File: config.mk
export PLATFORM = sky130hd
export DESIGN_NAME = cds_div
export DESIGN_NICKNAME = d
export VERILOG_FILES = /design/src/hw/rtl/assert_macros.svh /design/src/hw/rtl/cds_pkg.sv /design/src/hw/rtl/cds_div.sv
export SDC_FILE = /design/constraint.sdc
export NUM_CORES = 1
export LEC_CHECK = 0
export BUFFER_PORTS_ARGS = -buffer_cell sky130_fd_sc_hd__buf_2
export CAP_MARGIN = 15
export CORE_UTILIZATION = 58
export DETAILED_ROUTE_END_ITERATION = 10
export GPL_TIMING_DRIVEN = 0
export PLACE_DENSITY_LB_ADDON = 0.05
export SLEW_MARGIN = 20
export SYNTH_ARGS = -nofsm -noshare
export SYNTH_HDL_FRONTEND = slang
export SYNTH_SLANG_ARGS = --single-unit
export TNS_END_PERCENT = 10
File: constraint.sdc
create_clock -name i_clk -period 7.15 [get_ports i_clk]
set_input_delay 1.43 -clock i_clk [delete_from_list [all_inputs] [get_ports i_clk]]
set_output_delay 1.43 -clock i_clk [all_outputs]
set_load 0.1 [all_outputs]
File: src/hw/rtl/assert_macros.svh
// Assertion macros shared by the smoother RTL.
`ifndef ASSERT_MACROS_SVH
`define ASSERT_MACROS_SVH
// Implication checked on every rising clock edge outside reset.
`define ASSERT_IMPL(label, clk, rst_n, pre, post) \
    label: assert property (@(posedge clk) disable iff (!rst_n) (pre) |-> (post)) \
        else $error("assertion failed");
// Next-cycle implication checked outside reset.
`define ASSERT_NEXT(label, clk, rst_n, pre, post) \
    label: assert property (@(posedge clk) disable iff (!rst_n) (pre) |=> (post)) \
        else $error("assertion failed");
`endif

File: src/hw/rtl/cds_pkg.sv
// Package for the critically damped smoother: constants and shared types.
`default_nettype none
package cds_pkg;
    localparam int FRAC_BITS_DEF = 16;
    localparam logic [22:0] SMOOTH_TIME_RST = 23'd19661;
    localparam logic [30:0] MAX_SPEED_RST   = 31'h7FFF_FFFF;
    localparam logic [16:0] STEP_TIME_RST   = 17'd1092;
    localparam logic [1:0] REG_SMOOTH = 2'd0;
    localparam logic [1:0] REG_MAXSPD = 2'd1;
    localparam logic [1:0] REG_STEP   = 2'd2;

    // Multiplier operation codes.
    typedef enum logic [1:0] {
        t_MUL_SIGNED = 2'd0,  // signed Q product, saturated to 32 bits
        t_MUL_UCAP   = 2'd1,  // unsigned Q product, capped at 2^62
        t_MUL_URAW   = 2'd2   // unsigned product shifted, not capped
    } t_mul_op;

    function automatic logic signed [31:0] sat32(input logic signed [33:0] v);
        logic signed [31:0] r;
        if (v > 34'sd2147483647) r = 32'sh7FFF_FFFF;
        else if (v < -34'sd2147483648) r = 32'sh8000_0000;
        else r = v[31:0];
        return r;
    endfunction
endpackage
`default_nettype wire

File: src/hw/rtl/cds_div.sv
// Restoring divider, one quotient bit per cycle, 64-bit dividend.
`default_nettype none
module cds_div import cds_pkg::*; (
    input  wire logic        i_clk,
    input  wire logic        i_rst_n,
    input  wire logic        i_start,
    input  wire logic [63:0] i_num,
    input  wire logic [62:0] i_den,
    output logic             o_busy,
    output logic [63:0]      o_quot
);
    logic [63:0] r_q;
    logic [63:0] r_rem;
    logic [6:0]  r_cnt;
    logic [62:0] r_den;
    logic [64:0] w_trial;

    assign w_trial = {r_rem, r_q[63]} - {2'b0, r_den};
    assign o_busy  = (r_cnt != 7'd0);
    assign o_quot  = r_q;

    always_ff @(posedge i_clk) begin
        if (!i_rst_n) begin
            r_cnt <= 7'd0;
        end else if (i_start) begin
            r_q   <= i_num;
            r_rem <= 64'd0;
            r_den <= i_den;
            r_cnt <= 7'd64;
        end else if (r_cnt != 7'd0) begin
            if (!w_trial[64]) begin
                r_rem <= w_trial[63:0];
                r_q   <= {r_q[62:0], 1'b1};
            end else begin
                r_rem <= {r_rem[62:0], r_q[63]};
                r_q   <= {r_q[62:0], 1'b0};
            end
            r_cnt <= r_cnt - 7'd1;
        end
    end
endmodule
`default_nettype wire

======== Word level (Yosys, flattened, before mapping) ========
Cells that the tools add are included.
operators by class
  add/sub/neg operators ................... 2
  multiplexer cells ....................... 7
  bitwise logic cells ..................... 1
  reductions and logical operators ........ 5
operators by type and width
  kind                   count
  $mux W64               4
  $sub A65 B63 Y65       1
  $mux W7                2
  $reduce_bool A7 Y1     1
  $sub A7 B1 Y7 const B  1
  $reduce_and A2 Y1      2
  $reduce_bool A2 Y1     1
  $reduce_or A2 Y1       1
  $mux W1                1
  $not A1 Y1             1
storage, ports and cells
  bits in registers ....................... 198
  input port bits ......................... 130
  output and inout port bits .............. 65
  word-level logic and storage cells ...... 20

======== Logic depth before layout (Yosys ltp) ========
  depth in word-level cells ............... 4
  depth in mapped cells ................... 15
  depth with buffers taken out ............ 13

======== Worst setup path before layout ========
OpenSTA, ideal clock, no wires.
  kind .................................... input to register
  from .................................... input port i_start
  to ...................................... register r_q[0], in the netlist o_quot[0] (enable)
  library setup time ...................... 498 ps
  data arrival time ....................... 4957 ps
  data required time ...................... 6652 ps
  path slack .............................. 1695 ps
  stages on the path ...................... 3
  buffers on the path ..................... 2
  cell sequence ........................... clkbuf_1 > clkbuf_1 > o21a_1
between the ends
  word-level cells in the longest chain between the ends .. 2
ends and longest elaborated chain
  what                          RTL line       source
  start, declared               cds_div.sv:6   input wire logic i_start,
  $reduce_bool A2 Y1 (no line)  --
  $reduce_and A2 Y1 (no line)   --
  end signal, assigned          cds_div.sv:26  r_q <= i_num;
  end signal, assigned          cds_div.sv:33  r_q <= {r_q[62:0], 1'b1};
  end signal, assigned          cds_div.sv:36  r_q <= {r_q[62:0], 1'b0};
  end, declared                 cds_div.sv:12  logic [63:0] r_q;
No other way between the ends.
A chain may end at the register's enable or synchronous reset.

======== Worst setup path after layout ========
  from .................................... register r_rem[1]
  to ...................................... register r_rem[63] (data pin)
between the ends
  word-level cells in the longest chain between the ends .. 3
ends and longest elaborated chain
  what                    RTL line       source
  start, declared         cds_div.sv:13  logic [63:0] r_rem;
  start signal, assigned  cds_div.sv:32  r_rem <= w_trial[63:0];
  start signal, assigned  cds_div.sv:35  r_rem <= {r_rem[62:0], r_q[63]};
  $sub A65 B63 Y65        cds_div.sv:18  assign w_trial = {r_rem, r_q[63]} - {2'b0, r_den};
  $mux W64                cds_div.sv:31  if (!w_trial[64]) begin
  $mux W64                cds_div.sv:30  end else if (r_cnt != 7'd0) begin
No other way between the ends. The select of a mux whose other input is x is not followed.

==> results.sh <==
export IMPL_run_status="finished clean"
export IMPL_stdcell_count=1586
export IMPL_cts_sinks=198
export IMPL_clock_power_share_pct=15.5
export IMPL_drc=0
export IMPL_switching_power_mw=2.89
export IMPL_finalCritPeriodShare_pct=58.6
export IMPL_via_count=9091
export IMPL_syn_nets=1285
export IMPL_fin_nets=1501
export IMPL_leakage_nw=5.91
export IMPL_worst_slack_ns=2.96
export IMPL_startpoint_type="flip-flop"
export IMPL_final_setup_tns_ns=0
export IMPL_die_x_um=145
export IMPL_vdd_drop_max_mv=0.258
export IMPL_yosysTopAreaCell="edfxtp_1"
export IMPL_worstSetupPathType="reg2reg"
export IMPL_internal_power_mw=3.42
export IMPL_routedWlPerCell_um=17.3
export IMPL_port_buffers=194
export IMPL_ys_seq_elements=198
export IMPL_dp_cells=1552
export IMPL_required_ns=7.35
export IMPL_place_ws_ns=3.06
export IMPL_cp_max_fo=4
export IMPL_clkSlewWorstSetupHoldPaths_ns=0.08
export IMPL_post_route_cell_area_sq_um=13800
export IMPL_drt_first_pass_iters=6
export IMPL_totalWireLength_um=27500
export IMPL_syn_inst=1090
export IMPL_area_growth_syn_to_layout_pct=16.8
export IMPL_dieArea_sq_um=21000
export IMPL_grt_pass1_vias=8997
export IMPL_grt_ovfl_total=0
export IMPL_slew_headroom_pct=42.2
export IMPL_pin_count=195
export IMPL_fillers=1502
export IMPL_seq_area_frac_synth_pct=49.6
export IMPL_cap_viol_max_count=0
export IMPL_avgSynthCellArea_sq_um=10.9
export IMPL_cts_buffer_depth=2
export IMPL_p_comb_share_pct=55.7
export IMPL_max_freq_mhz=239
export IMPL_gp_congestion=0.900
export IMPL_die_h_um=145
export IMPL_p_per_area_nw_per_um2=456
export IMPL_grt_max_degree=46
export IMPL_power_mw=6.31
export IMPL_hold_slack_ns=0.511
export IMPL_cts_tree="yes"
export IMPL_synthFlopType="edfxtp_1"
export IMPL_grtUsageTotal_pct=26.9
export IMPL_cts_resized=0
export IMPL_seq_power_share_pct=28.8
export IMPL_antenna_found_initial=3
export IMPL_viasPerCell=5.73
export IMPL_dp_hpwl_um=20200
export IMPL_placed_area_sq_um=13200
export IMPL_rows=51
export IMPL_start_util_pct=60.1
export IMPL_ant_nets=0
export IMPL_synth_cell_types=66
export IMPL_synth_top_area_share_pct=48.4
export IMPL_min_period_ns=4.19
export IMPL_synth_area_leaders="edfxtp_1, ha_1, mux2_2, mux2i_1, a21oi_1"
export IMPL_setup_viol=0
export IMPL_holdBufCountCts=0
export IMPL_cts_root_buffer="clkbuf_16"
export IMPL_syn_area_sq_um=11800
export IMPL_yosysWarnings=0
export IMPL_cts_made_buffers=17
export IMPL_clock_skew_ns=0.0141
export IMPL_end_kind="flip-flop"
export IMPL_final_util_pct=70.2
export IMPL_rsz0062_at_grt="no"
export IMPL_worst_pin_slew_ns=0.859
export IMPL_hold_class="reg2reg"
export IMPL_grt_pass1_wl_um=45100
export IMPL_core_area_sq_um=19700
export IMPL_cts_setup_buffers=0
export IMPL_ctsHtreeMaxLevel=4
export IMPL_synth_async_reset_ratio_pct=0
export IMPL_clk_latency_ns=0.45
export IMPL_hold_viol=0
export IMPL_synth_edf_count=191
export IMPL_finalMaxSlewViolations=0
export IMPL_swShare_pct=45.8
export IMPL_layout_drive_gt1_share_pct=24.9
export IMPL_initialDrtViolationCount=668
export IMPL_cp_arrival_ns=4.38
[critical path, stage by stage (launching register included)]
cell and delay [ns]:
edfxtp_1 0.42, ha_1 0.36, o211ai_1 0.11, a21oi_1 0.18, o21ai_1 0.16, o31ai_1 0.76, o2111ai_1 0.40, o41ai_2 0.66
a21oi_1 0.29, o211a_1 0.29, mux2_1 0.30
[cell usage in the layout (no fill, tap or decap), types with 4 or more instances in the layout]
master / Yosys / layout
buf_6: 4 / 4
o21a_1: 10 / 9
nor2_1: 100 / 100
clkinv_8: 0 / 7
o211ai_1: 5 / 5
buf_1: 4 / 4
mux2i_1: 47 / 47
clkbuf_1: 35 / 35
o31ai_1: 4 / 4
o21ai_1: 4 / 4
a31oi_1: 9 / 9
edfxtp_1: 191 / 191
nor4_1: 4 / 4
a211oi_1: 5 / 5
xnor2_1: 36 / 36
ha_1: 64 / 64
a21o_1: 30 / 30
nand2_1: 74 / 74
clkbuf_16: 0 / 17
nand2b_1: 8 / 8
dfxtp_1: 7 / 7
nor3_1: 12 / 12
o21bai_1: 13 / 13
o21ai_0: 44 / 44
xor2_1: 25 / 25
o22ai_1: 7 / 7
nand4_1: 18 / 18
nand3_1: 16 / 16
buf_2: 15 / 209
nor2b_1: 5 / 5
or3_1: 5 / 5
a21boi_0: 8 / 8
a21oi_1: 82 / 82
inv_1: 83 / 83
o2111ai_1: 6 / 6
a211oi_2: 4 / 4
mux2_2: 63 / 63
[per-layer routing]
metal  vias to the layer above  routed length [um]  GRT usage [%]
met5                         -                  13              0
met4                         2                 500           8.67
met3                        57                2140           7.17
met2                       347               12600           42.5
met1                      4276               12200           36.1
li1                       4409                   -              -
[logic make-up (layout without fill, tap and decap cells)]
group	after synthesis	after routing	synth area share (%)
AND/OR/NAND/NOR	256	256	9.62
AO/OA/AOI/OAI	254	254	14.0
flip-flops	198	198	49.6
buffers and inverters	142	371	4.92
multiplexers	113	113	10.3
adder cells (fa/ha/maj)	65	65	6.93
XOR/XNOR	62	62	4.65
other	0	2	0
[state kept, by name, indices dropped and copies added, names as in the netlist]
register / count
o_quot: 64
r_rem: 64
r_den: 63
r_cnt: 7
[Yosys cell counts (3+ instances only)]
master     count
o21ai_0       44
nor2b_1        5
o21bai_1      13
edfxtp_1     191
o311ai_1       3
nand2b_1       8
or3_1          5
ha_1          64
and3_1         3
o2111ai_1      6
nand3_1       16
o22ai_1        7
o31ai_1        4
clkbuf_1      35
nor4_1         4
dfxtp_1        7
xor2_1        25
buf_2         15
nor2_1       100
buf_6          4
and2_1         3
mux2_2        63
o21ai_1        4
inv_1         83
mux2i_1       47
a21o_1        30
a21boi_0       8
o211ai_1       5
buf_1          4
nand2_1       74
a211oi_1       5
xnor2_1       36
a21oi_1       82
a31oi_1        9
nand4_1       18
nor3_1        12
o21a_1        10
a211oi_2       4
[final cells by class]
type,instances,area [sq um],area share [%]
inverter,83,312,2.25
timing repair buffer,197,1040,7.50
sequential,198,5880,42.5
antenna,2,5.00,0.0362
buffer,59,272,1.96
clock inverter,15,183,1.32
clock buffer,17,425,3.07
multi-input combinational,750,5400,39.0
tap,265,332,2.40
[worst paths after layout]
path         startpoint         to  slack, ns  depth (start not counted)
min            r_cnt[1]   r_cnt[1]       0.51                          2
max reg2reg    r_rem[1]  r_rem[63]       2.96                         10
max            r_rem[1]  r_rem[63]       2.96                         10
min reg2reg    r_cnt[1]   r_cnt[1]       0.51                          2
[power groups by stage]
| stage | Clock (mW) | Combinational [mW] | Sequential, mW |
|---|---|---|---|
| finish | 0.981 | 3.52 | 1.81 |
| global route | 1.04 | 3.84 | 1.85 |
| CTS | 0.999 | 3.49 | 1.81 |
| detailed placement | 0 | 3.47 | 1.83 |
| global placement | 0 | 3.41 | 1.85 |
| floorplan | 0 | 2.36 | 2.24 |
No activity file was read; power rests on OpenSTA's default activity.
